$ cat config.mk
export PLATFORM = sky130hd
export DESIGN_NAME = multi_stream_beat_clock
export DESIGN_NICKNAME = d
export VERILOG_FILES = /design/src/mscb_pkg.sv /design/src/mscb_lane.sv /design/src/mscb_ctrl.sv /design/src/multi_stream_beat_clock.sv
export SDC_FILE = /design/constraint.sdc
export NUM_CORES = 1
export LEC_CHECK = 0
export ABC_AREA = 1
export BUFFER_PORTS_ARGS = -buffer_cell sky130_fd_sc_hd__buf_4
export CORE_UTILIZATION = 48
export DETAILED_ROUTE_END_ITERATION = 10
export HOLD_SLACK_MARGIN = 0.06
export SETUP_SLACK_MARGIN = 0.2
export SYNTH_ARGS = -nofsm -noshare
export SYNTH_HDL_FRONTEND = slang
export SYNTH_SLANG_ARGS = --single-unit
$ cat constraint.sdc
create_clock -name clk -period 3.6 [get_ports clk]
set_clock_uncertainty 0.05 [all_clocks]
set_input_delay 0.36 -clock clk [delete_from_list [all_inputs] [get_ports clk]]
set_output_delay 0.36 -clock clk [all_outputs]
set_load 0.05 [all_outputs]
$ cat src/mscb_pkg.sv
// ----------------------------------------------------------------------------
// mscb_pkg
// shared types and constants of the multi-stream beat clock
// ----------------------------------------------------------------------------
package mscb_pkg;

	localparam int CD_W          = 34;     // countdown width, signed fixed point
	localparam int PERIOD_W      = 32;     // period register width, unsigned
	localparam int KIND_W        = 3;
	localparam int RESET_SAMPLES = 22050;  // reset period in whole samples

	typedef enum logic [KIND_W-1:0] {
		KIND_SAMPLE    = 3'd0,
		KIND_ARM       = 3'd1,
		KIND_PAUSE     = 3'd2,
		KIND_RESUME    = 3'd3,
		KIND_TAP_START = 3'd4,
		KIND_TAP_END   = 3'd5
	} kind_t;

	// per-transaction commands from the control unit to every lane
	typedef struct packed {
		logic set_one;  // load countdown with one sample
		logic step;     // ordinary sample step
		logic trig;     // trigger sample: reset to one sample and step at once
	} lane_ctl_t;

	typedef struct packed {
		logic [PERIOD_W-1:0] count;
		logic                valid;
		logic                error;
	} tap_res_t;

endpackage

$ cat src/mscb_lane.sv
// ----------------------------------------------------------------------------
// mscb_lane
// one beat stream: period register and fractional countdown
// ----------------------------------------------------------------------------
module mscb_lane
	import mscb_pkg::*;
#(
	parameter int FRAC_BITS = 8
) (
	input  logic                clk,
	input  logic                arst_n,
	input  logic                period_we,
	input  logic [PERIOD_W-1:0] period_wdata,
	input  lane_ctl_t           ctl,
	output logic                beat
);

	localparam int X_W = CD_W + 1;
	localparam logic [63:0]            RESET_PERIOD_64 = 64'(RESET_SAMPLES) << FRAC_BITS;
	localparam logic [PERIOD_W-1:0]    RESET_PERIOD    = RESET_PERIOD_64[PERIOD_W-1:0];
	localparam logic signed [X_W-1:0]  ONE_X  = X_W'(1) <<< FRAC_BITS;
	localparam logic signed [CD_W-1:0] ONE_C  = ONE_X[CD_W-1:0];
	localparam logic signed [X_W-1:0]  MIN_X  = -(X_W'(1) <<< (CD_W - 1));
	localparam logic signed [CD_W-1:0] MIN_C  = {1'b1, {(CD_W-1){1'b0}}};
	localparam logic signed [X_W-1:0]  RESET_PM1 =
		$signed({{(X_W-PERIOD_W){1'b0}}, RESET_PERIOD}) - ONE_X;

	logic [PERIOD_W-1:0]    period_q;
	logic signed [X_W-1:0]  pm1_q;     // period minus one sample
	logic signed [CD_W-1:0] cd_q;

	logic signed [X_W-1:0]  dec_x;
	logic                   under;
	logic signed [CD_W-1:0] dec_c;
	logic                   hit;
	logic signed [X_W-1:0]  reload_x;
	logic signed [CD_W-1:0] period_c;
	logic signed [CD_W-1:0] reload_c;

	assign period_c = $signed({{(CD_W-PERIOD_W){1'b0}}, period_q});
	assign dec_x    = $signed({cd_q[CD_W-1], cd_q}) - ONE_X;
	assign under    = dec_x < MIN_X;
	assign dec_c    = under ? MIN_C : dec_x[CD_W-1:0];
	assign hit      = dec_c <= $signed(CD_W'(0));
	// countdown minus one sample plus period, in parallel with the decrement
	assign reload_x = $signed({cd_q[CD_W-1], cd_q}) + pm1_q;
	assign reload_c = under ? (MIN_C + period_c) : reload_x[CD_W-1:0];

	assign beat = ctl.trig | (ctl.step & hit);

	always_ff @(posedge clk or negedge arst_n) begin
		if (!arst_n) begin
			period_q <= RESET_PERIOD;
			pm1_q    <= RESET_PM1;
			cd_q     <= ONE_C;
		end else begin
			if (period_we) begin
				period_q <= period_wdata;
				pm1_q    <= $signed({{(X_W-PERIOD_W){1'b0}}, period_wdata}) - ONE_X;
			end
			if (ctl.trig) begin
				cd_q <= period_c;
			end else if (ctl.step) begin
				cd_q <= hit ? reload_c : dec_c;
			end else if (ctl.set_one) begin
				cd_q <= ONE_C;
			end
		end
	end

endmodule

$ cat src/mscb_ctrl.sv
// ----------------------------------------------------------------------------
// mscb_ctrl
// pause and tap state, decodes each transaction into lane commands
// ----------------------------------------------------------------------------
module mscb_ctrl
	import mscb_pkg::*;
(
	input  logic      clk,
	input  logic      arst_n,
	input  logic      fire,
	input  kind_t     kind,
	input  logic      trigger,
	output lane_ctl_t lane_ctl,
	output tap_res_t  tap_res
);

	logic                paused_q;
	logic                listening_q;
	logic [PERIOD_W-1:0] tap_q;
	logic                tap_zero;

	assign tap_zero = tap_q == '0;

	always_comb begin
		lane_ctl = '0;
		tap_res  = '0;
		if (fire) begin
			case (kind)
				KIND_SAMPLE: begin
					if (!listening_q) begin
						if (trigger) begin
							lane_ctl.trig = 1'b1;
						end else if (!paused_q) begin
							lane_ctl.step = 1'b1;
						end
					end
				end
				KIND_ARM, KIND_TAP_START: begin
					lane_ctl.set_one = 1'b1;
				end
				KIND_TAP_END: begin
					if (tap_zero) begin
						tap_res.error = 1'b1;
					end else begin
						tap_res.count = tap_q;
						tap_res.valid = 1'b1;
					end
				end
				default: begin
				end
			endcase
		end
	end

	always_ff @(posedge clk or negedge arst_n) begin
		if (!arst_n) begin
			paused_q    <= 1'b0;
			listening_q <= 1'b0;
			tap_q       <= '0;
		end else if (fire) begin
			case (kind)
				KIND_SAMPLE: begin
					if (listening_q) begin
						if (tap_q != '1) begin
							tap_q <= tap_q + PERIOD_W'(1);
						end
					end else if (trigger) begin
						paused_q <= 1'b0;
					end
				end
				KIND_ARM, KIND_PAUSE: begin
					paused_q <= 1'b1;
				end
				KIND_RESUME: begin
					paused_q <= 1'b0;
				end
				KIND_TAP_START: begin
					listening_q <= 1'b1;
					paused_q    <= 1'b1;
					tap_q       <= '0;
				end
				KIND_TAP_END: begin
					if (!tap_zero) begin
						listening_q <= 1'b0;
						paused_q    <= 1'b0;
					end
				end
				default: begin
				end
			endcase
		end
	end

endmodule

$ cat src/multi_stream_beat_clock.sv
// ----------------------------------------------------------------------------
// multi_stream_beat_clock
// several fractional beat streams driven by a per-sample stream with a tap timer
// ----------------------------------------------------------------------------
// pipeline: an accepted transaction is held in the input register,
//   then its result is loaded into the result register and offered on m_tvalid
// throughput: one transaction per cycle while m_tready is high, set by the
//   combinational countdown update of every lane between input and output registers
// reset: arst_n clears both pipeline stages, unpauses, stops tapping, loads
//   every countdown with one sample and every period with 22050 samples
module multi_stream_beat_clock
	import mscb_pkg::*;
#(
	parameter int STREAMS   = 4,
	parameter int FRAC_BITS = 8,
	localparam int IDX_W    = (STREAMS > 1) ? $clog2(STREAMS) : 1,
	localparam int OUT_W    = STREAMS + PERIOD_W + 2,
	localparam int OUT_BW   = ((OUT_W + 7) / 8) * 8
) (
	input  logic clk,
	input  logic arst_n,

	// config write port, period of stream cfg_idx
	input  logic                cfg_we,
	input  logic [IDX_W-1:0]    cfg_idx,
	input  logic [PERIOD_W-1:0] cfg_data,

	// input stream
	input  logic                s_tvalid,
	output logic                s_tready,
	input  logic [7:0]          s_tdata,   // [2:0] kind
	input  logic                s_tuser,   // [0] trigger

	// output stream
	output logic                m_tvalid,
	input  logic                m_tready,
	output logic [OUT_BW-1:0]   m_tdata    // beats, tap_count, tap_valid, tap_error
);

	// input stage
	logic  valid_s1;
	kind_t kind_s1;
	logic  trigger_s1;

	// output stage
	logic                valid_s2;
	logic [STREAMS-1:0]  beats_s2;
	tap_res_t            tap_s2;

	logic                advance;
	lane_ctl_t           lane_ctl;
	tap_res_t            tap_res;
	logic [STREAMS-1:0]  beats;

	// the input stage moves on whenever the output register is free or drains
	assign advance  = valid_s1 && (!valid_s2 || m_tready);
	assign s_tready = !valid_s1 || advance;
	assign m_tvalid = valid_s2;
	assign m_tdata  = OUT_BW'({tap_s2.error, tap_s2.valid, tap_s2.count, beats_s2});

	always_ff @(posedge clk or negedge arst_n) begin
		if (!arst_n) begin
			valid_s1 <= 1'b0;
		end else if (s_tready) begin
			valid_s1 <= s_tvalid;
		end
	end

	// payload captured with each accepted transaction
	always_ff @(posedge clk) begin
		if (s_tvalid && s_tready) begin
			kind_s1    <= kind_t'(s_tdata[KIND_W-1:0]);
			trigger_s1 <= s_tuser;
		end
	end

	// pause, tap and command decode
	mscb_ctrl u_ctrl (
		.clk      (clk),
		.arst_n   (arst_n),
		.fire     (advance),
		.kind     (kind_s1),
		.trigger  (trigger_s1),
		.lane_ctl (lane_ctl),
		.tap_res  (tap_res)
	);

	// one countdown lane per stream, all stepping together
	for (genvar i = 0; i < STREAMS; i++) begin : g_lane
		mscb_lane #(
			.FRAC_BITS (FRAC_BITS)
		) u_lane (
			.clk          (clk),
			.arst_n       (arst_n),
			.period_we    (cfg_we && (cfg_idx == IDX_W'(i))),
			.period_wdata (cfg_data),
			.ctl          (lane_ctl),
			.beat         (beats[i])
		);
	end

	// result register
	always_ff @(posedge clk or negedge arst_n) begin
		if (!arst_n) begin
			valid_s2 <= 1'b0;
		end else if (advance) begin
			valid_s2 <= 1'b1;
		end else if (m_tready) begin
			valid_s2 <= 1'b0;
		end
	end

	always_ff @(posedge clk) begin
		if (advance) begin
			beats_s2 <= beats;
			tap_s2   <= tap_res;
		end
	end

	// a tap end never reports a count and an error together
	assert property (@(posedge clk) disable iff (!arst_n)
		valid_s2 |-> !(tap_s2.valid && tap_s2.error))
		else $error("tap valid and tap error both set");

	// beats come only from sample transactions, which carry no tap result
	assert property (@(posedge clk) disable iff (!arst_n)
		(valid_s2 && (beats_s2 != '0)) |-> (!tap_s2.valid && !tap_s2.error && tap_s2.count == '0))
		else $error("beats mixed with a tap result");

	// an error result carries a zero count
	assert property (@(posedge clk) disable iff (!arst_n)
		(valid_s2 && tap_s2.error) |-> (tap_s2.count == '0))
		else $error("tap error with nonzero count");

	// an empty input stage always takes a transaction
	assert property (@(posedge clk) disable iff (!arst_n)
		!valid_s1 |-> s_tready)
		else $error("input stalled while empty");

	// a transaction that leaves the input stage shows up as a result
	assert property (@(posedge clk) disable iff (!arst_n)
		advance |=> valid_s2)
		else $error("result lost after advance");

endmodule
==> results of run 1 <==
==> metrics by stage <==
stage | std cells | hold WS, ps | worst slack [ps] | cell area [µm²]
floorplan | 4716 | 14.4 | 723 | 32400
global placement | 5593 | 367 | 419 | 34200
detailed placement | 5593 | 370 | 373 | 34200
CTS | 5704 | 77.9 | 354 | 36000
global route | 5715 | 106 | 201 | 36200
finish | 5721 | 111 | 415 | 36200
==> report_power, final <==
part           internal (mW)  switching (mW)
sequential              5.94            1.05
combinational           6.19            12.2
clock                   2.95            2.31
total                   15.1            15.5
==> cell usage after synthesis (10+ instances only) <==
master | instances | share of area
buf_2 | 22 | 0.0034
a21boi_0 | 20 | 0.0046
o21ai_1 | 66 | 0.010
o211ai_1 | 18 | 0.0042
nand2_1 | 1370 | 0.16
clkbuf_1 | 114 | 0.013
nand4_1 | 51 | 0.0099
a22oi_1 | 77 | 0.018
nor2_1 | 485 | 0.056
xnor2_1 | 59 | 0.016
dfrtp_1 | 348 | 0.27
o21ai_0 | 459 | 0.071
nor3_1 | 64 | 0.0099
inv_2 | 10 | 0.0012
dfstp_2 | 52 | 0.042
a21oi_1 | 192 | 0.030
nor2_2 | 13 | 0.0025
nand3_1 | 429 | 0.066
inv_1 | 390 | 0.045
nand2_2 | 11 | 0.0021
or2_2 | 17 | 0.0033
a21o_1 | 12 | 0.0028
nor4_1 | 25 | 0.0048
buf_6 | 19 | 0.0066
xor2_1 | 99 | 0.027
buf_1 | 17 | 0.0020
ha_1 | 139 | 0.054
edfxtp_1 | 42 | 0.039
==> routing by layer <==
metal	routed length [µm]	up-vias	part of all wire
met5	27	-	0.00023
met4	4690	4	0.040
met3	10400	242	0.088
met2	50400	1322	0.43
met1	52600	15400	0.45
li1	-	15800	-
==> worst min-delay path, cell delays in order <==
cell and delay [ps]:
buf_4 140, xor2_1 140, nand2_1 70, nand2_1 40
==> registers in the layout, indices dropped and copies added, names as in the netlist <==
register	cells
trigger_s1	1
m_tdata	34
kind_s1	3
valid_s1	1
u_ctrl.paused_q	1
g_lane.u_lane.pm1_q	124
u_ctrl.tap_q	32
g_lane.u_lane.cd_q	136
g_lane.u_lane.period_q	104
beats_s2	4
m_tvalid	1
u_ctrl.listening_q	1
==> cells by family (layout without fill, tap and decap cells) <==
group | after synthesis | count (layout) | synth area share
adders and majority gates | 143 | 143 | 0.0562
AOI/OAI and AO/OA | 895 | 895 | 0.153
and+or+nand+nor | 2491 | 2493 | 0.323
xor gates and xnor gates | 158 | 158 | 0.0428
other | 1 | 8 | 0.000116
DFF | 442 | 442 | 0.350
buffers and inverters | 581 | 714 | 0.0736
muxes | 4 | 4 | 0.00124
==> timing repair <==
item                                    4_1_cts  5_1_grt
gates resized for setup                       0       11
hold buffers                                 15        0
hold endpoints to repair                     82        0
buffers inserted                              0        7
endpoints found under the setup margin        0      114
==> layout make-up <==
class / instances / area (µm²) / share of cell area
Sequential cell: 442 / 11300 / 0.313
Inverter: 403 / 1520 / 0.0419
Multi-Input combinational cell: 3695 / 18700 / 0.517
Tap cell: 864 / 1080 / 0.0298
Clock buffer: 68 / 1430 / 0.0395
Clock inverter: 28 / 230 / 0.00636
Antenna cell: 6 / 15.0 / 0.000415
Timing Repair Buffer: 215 / 1890 / 0.0523
==> worst paths after layout <==
kind	end	slack [ps]	cells past startpoint
setup / recovery	beats_s2[0]$_DFFE_PP_	410	16
hold / removal	g_lane[3].u_lane.pm1_q[24]$_DFFE_PN0P_	110	4
setup reg to reg	beats_s2[0]$_DFFE_PP_	410	16
hold reg to reg	g_lane[2].u_lane.pm1_q[20]$_DFFE_PN1P_	430	2
max in group asynchronous	g_lane[2].u_lane.period_q[17]$_DFFE_PN1P_	2300	3
min in group asynchronous	u_ctrl.tap_q[17]$_DFFE_PN0P_	280	2
==> metrics.txt, run 1 <==
outcome=finished clean; via count=~33000; FFs w/ async S/R, synth=0.905; Syn Inst Count=4715; Iteration-0 DRC Markers=3203; Chip Width=262 µm; vias in the first global route=30400; Worst VDD drop=0.000586 V; Clock Path Buffers=3; fin crit period=3190 ps; Die H=262 µm; Final Hold Fails=0; Yosys warnings=0; Reg clk slew, reported paths=60 ps; max cap viols=0; RSZ-0062 raised after global routing=no; most frequent CP cell=nand2_1; HP Class=input pin to flop; Arr. time, crit path=between 3000 and 4000 ps; Clock Latency Late Sink=640 ps; Top FF cell, synth=dfrtp_1; crit path kind=flop to flop; Total Routing Usage GR=0.342; # IOs=90; total power=30.6 mW; global-route wire length before repair=about 180000 µm; final wirelength=118000 µm; CTS H-Tree Depth=2; # fillers=~6600; fin util=0.547; layout cell share with drive strength beyond 1=0.0882; met3 Track Usage GR=0.0589; area added between synthesis and finish=11.9%; gr busiest metal=met2; worst r2r src=g_lane[0].u_lane.cd_q[12]$_DFFE_PN0P_; most frequent cells in the layout=nand2_1 (1368), nor2_1 (481), o21ai_0 (455); Die Area=0.0685 mm²; fin nets=4999; Final ANT Viol Nets=0; delay-heaviest family, CP=simple AND/OR/NAND/NOR gates; commonest non-fill, non-tap cell in the layout=nand2_1; port bufs=between 80 and 90; sequential area share after synthesis=0.350; Max FO, Critical Path=24; CTS tree=built; Final period util=0.885; CP required=3920 ps; Final Max Tran Viols=0; DRC=0; met1 Usage GRT=0.491; pin count of the biggest net entering global routing=125; Setup TNS Final=0 ps; met2 Use GR=0.514; CP Launch Point=g_lane[0].u_lane.cd_q[12]$_DFFE_PN0P_; CTS Buf Count=51; setup violators final=0; detailed placement HPWL=86300 µm; CP bufs+invs=2; per-cell routed wire length=just over 20 µm; CP Launch Type=flop; row count=94; GR Overflow Total=0; worst min-delay path startpoint=cfg_data[24]; Power Dens Cells=845 mW/mm²; Avg Cell Area, Syn=6.86 µm²; EDFF count, synth=42; CTS Root Cell=clkbuf_16; CP Cell Sequence=nor2_1 -> nand2_1 -> nor2_4 -> nand2_2 -> nor2_1 -> nand2_1 -> nand3_4 -> buf_4 -> o21ai_0 -> nand3_1 -> nor2_1 -> nand3_1 -> nand2_2 -> clkbuf_16 -> nand2_1 -> nand2_1; initial core utilization=0.489; CP max stage delay=around 440 ps; Pleak=17.8 nW; Yosys reg bits=442; Rel. slew slack=0.170; clk sinks=roughly 440; FMAX=314 MHz; Synth cell types=57; initial antenna violation count=13; Worst-Margin Slew=1240 ps; routed vias/inst=approximately 5.7; core area=around 0.066 mm²; DR pass1 iterations=6; cell area after synthesis=between 0.03 and 0.04 mm²; RD Place Congestion=approximately 1; Crit. End Element=flop; Worst path slowest cell=dfrtp_1
No activity file was read; power rests on OpenSTA's default activity.
==> run 2, diff against run 1 <==
Settings changed: PLACE_DENSITY set to 0.66, SYNTH_HIERARCHICAL set to 1.
Clock period 3.6 ns to 2.85 ns, I/O delays scaled along.
==> metrics.txt, run 2 <==
biggest regs=g_lane.u_lane/cd_q x136, g_lane.u_lane/period_q x128, g_lane.u_lane/pm1_q x100; Final ANT Viol Nets=0; sequential area share after synthesis=0.329; most common cell in the netlist=nand2_1; Reg clk slew, reported paths=around 70 ps; CTS tree=built; CTS H-Tree Depth=2; total power=52.2 mW; Worst VDD drop=0.00211 V; routed vias/inst=5.61; initial antenna violation count=1; fin crit period=2840 ps; final hold slack=94.4 ps; RD Place Congestion=1.01; initial core utilization=0.488; Worst Reg-to-Reg Cells=18; fin nets=5820; DRC=0; DR pass1 iterations=9; Worst-Margin Slew=1110 ps; RSZ-0062 raised after global routing=yes; Yosys warnings=6; Die Area=between 0.07 and 0.08 mm²; cell area after synthesis=0.0344 mm²; placed cells=6378; area added between synthesis and finish=27.5%; XOR/XNOR Fraction of Synth Area=0.0425; via count=37100; setup violators final=0; Final Max Tran Viols=0; Yosys reg bits=442; Final period util=0.998; worst hold stages=3; synth cell count leaders=nand2_1 (1688), nand3_1 (606), nor2_1 (529), inv_1 (447), dfrtp_1 (348); FFs w/ async S/R, synth=0.905; per-cell routed wire length=a little under 20 µm; GR Overflow Total=0; outcome=finished clean; core area=0.0705 mm²; Chip Width=270 µm; max cap viols=0; vias in the first global route=34700; Rel. slew slack=0.255; pin count of the biggest net entering global routing=66; crit path kind=flop to flop; PnR worst setup slack=approximately 6.4 ps; Top FF cell, synth=dfrtp_1; Synth area leaders=dfrtp_1 (25%), nand2_1 (18%), nand3_1 (8.8%); WP depth=18; row count=97; Compound-Gate Fraction of Synth Area=0.120; EDFF count, synth=between 40 and 50; global-route wire length before repair=194000 µm; HP Class=input pin to flop; Synth Area in Simple Gates=0.378; layout cell share with drive strength beyond 1=0.215; CTS Root Cell=clkbuf_16; final wirelength=128000 µm; post-synthesis mux area share=0.00116; post-synth top area cell=dfrtp_1; CP Launch Type=flop; top cell type's share of synthesized area=0.253; Synth Area in Adders=0.0539; max FFs per register=136; detailed placement HPWL=91400 µm; port bufs=82; Worst path slowest cell=dfrtp_1; Clock Latency Late Sink=630 ps; Cell Count, Final, Fillers Out=~6600; main combinational cell family by area after synthesis=simple AND/OR/NAND/NOR gates; CP max stage delay=450 ps; CP Cell Sequence=nor2_2 -> nand2_1 -> nor2_4 -> nand3_1 -> nand2_2 -> nand3_4 -> clkbuf_16 -> o21ai_2 -> nand2_2 -> inv_2 -> nand2_2 -> nor2_4 -> nand3_4 -> nand2_8 -> clkbuf_16 -> nand2_1 -> nand3_1 -> nand3_1; Syn Inst Count=around 5200; # IOs=90; Die H=~270 µm; Pleak=roughly 21 nW; Top reg by flops=g_lane.u_lane/cd_q; delay-heaviest family, CP=simple AND/OR/NAND/NOR gates; Clock Path Buffers=3; Max FO, Critical Path=6; Crit. End Element=flop; clk sinks=442; Iteration-0 DRC Markers=3525; most frequent cells in the layout=nand2_1 (1585), nand3_1 (480), nor2_1 (446); CTS Buf Count=53; commonest non-fill, non-tap cell in the layout=nand2_1; Arr. time, crit path=~3300 ps; FMAX=352 MHz; DP Worst Slack=-219 ps; CP bufs+invs=3; Total Routing Usage GR=0.337; Final Hold Fails=0; Synth cell types=53; Avg Cell Area, Syn=6.62 µm²; Power Dens Cells=1190 mW/mm²; CP required=between 3000 and 4000 ps
run 2: per-stage QoR:
step | setup TNS [ps] | utilization | cell area [µm²]
final | 0 | 0.622 | 43900
after global routing | -1390 | 0.622 | 43900
after CTS | 0 | 0.586 | 41300
after detailed placement | -974 | 0.544 | 38400
after global placement | -431 | 0.544 | 38400
after floorplan | 0 | - | 34500
run 2: timing repair:
action | CTS | global route
gates cloned | 5 | 15
hold buffers | 41 | 0
pin swaps | 21 | 111
setup buffers | 24 | 48
endpoints found under the hold margin | 244 | 0
endpoints found under the setup margin | 140 | 143
resized for setup | 127 | 513
run 2: path summary, 6_finish.rpt:
kind / startpoint / to / slack [ps]
min: cfg_data[11] / g_lane[3].u_lane/pm1_q[11]$_DFFE_PN0P_ / 90
max: g_lane[3].u_lane/cd_q[16]$_DFFE_PN0P_ / g_lane[3].u_lane/cd_q[20]$_DFFE_PN0P_ / 6
min in group asynchronous: arst_n / g_lane[3].u_lane/cd_q[2]$_DFFE_PN0P_ / 210
max in group asynchronous: arst_n / g_lane[1].u_lane/pm1_q[20]$_DFFE_PN1P_ / 1660
min reg2reg: g_lane[3].u_lane/period_q[17]$_DFFE_PN1P_ / g_lane[3].u_lane/period_q[17]$_DFFE_PN1P_ / 440
max reg2reg: g_lane[3].u_lane/cd_q[16]$_DFFE_PN0P_ / g_lane[3].u_lane/cd_q[20]$_DFFE_PN0P_ / 6
run 2: final cells by class:
| type | count | area, µm² |
|---|---|---|
| fill | 6469 | 26600 |
| multi-input combinational | 4125 | 22700 |
| sequential | 442 | 11400 |
| timing repair buffer | 545 | 5090 |
| inverter | 459 | 1730 |
| clock buffer | 79 | 1500 |
| tap | 940 | 1180 |
| clock inverter | 21 | 314 |
| antenna | 1 | 2.50 |
run 2: worst min-delay path, delay by kind of cell:
kind	cells	cell delay [ps]
AO/OA/AOI/OAI	1	80
buffers and inverters	2	360
run 2: power by group:
part	total [mW]	internal, mW	switching (mW)
logic	36.0	14.3	21.7
clock network	7.24	4.29	2.95
registers	8.95	7.57	1.38
run 2: kinds of logic (layout without fill, tap and decap cells):
group / Yosys count / in the layout
mux: 4 / 4
other cells: 1 / 3
compound gates: 737 / 737
xor+xnor: 167 / 167
simple gates: 3069 / 3069
flops: 442 / 442
buf+inv: 637 / 1104
fa+ha+maj: 146 / 146
run 2: layer usage:
layer  wire (µm)  vias to the layer above  track usage
met3        8500                      304       0.0358
met5           0                        -            0
met2       58200                     1334        0.547
met1       55000                    17500        0.459
met4        5910                        0        0.133
li1            -                    17900            -
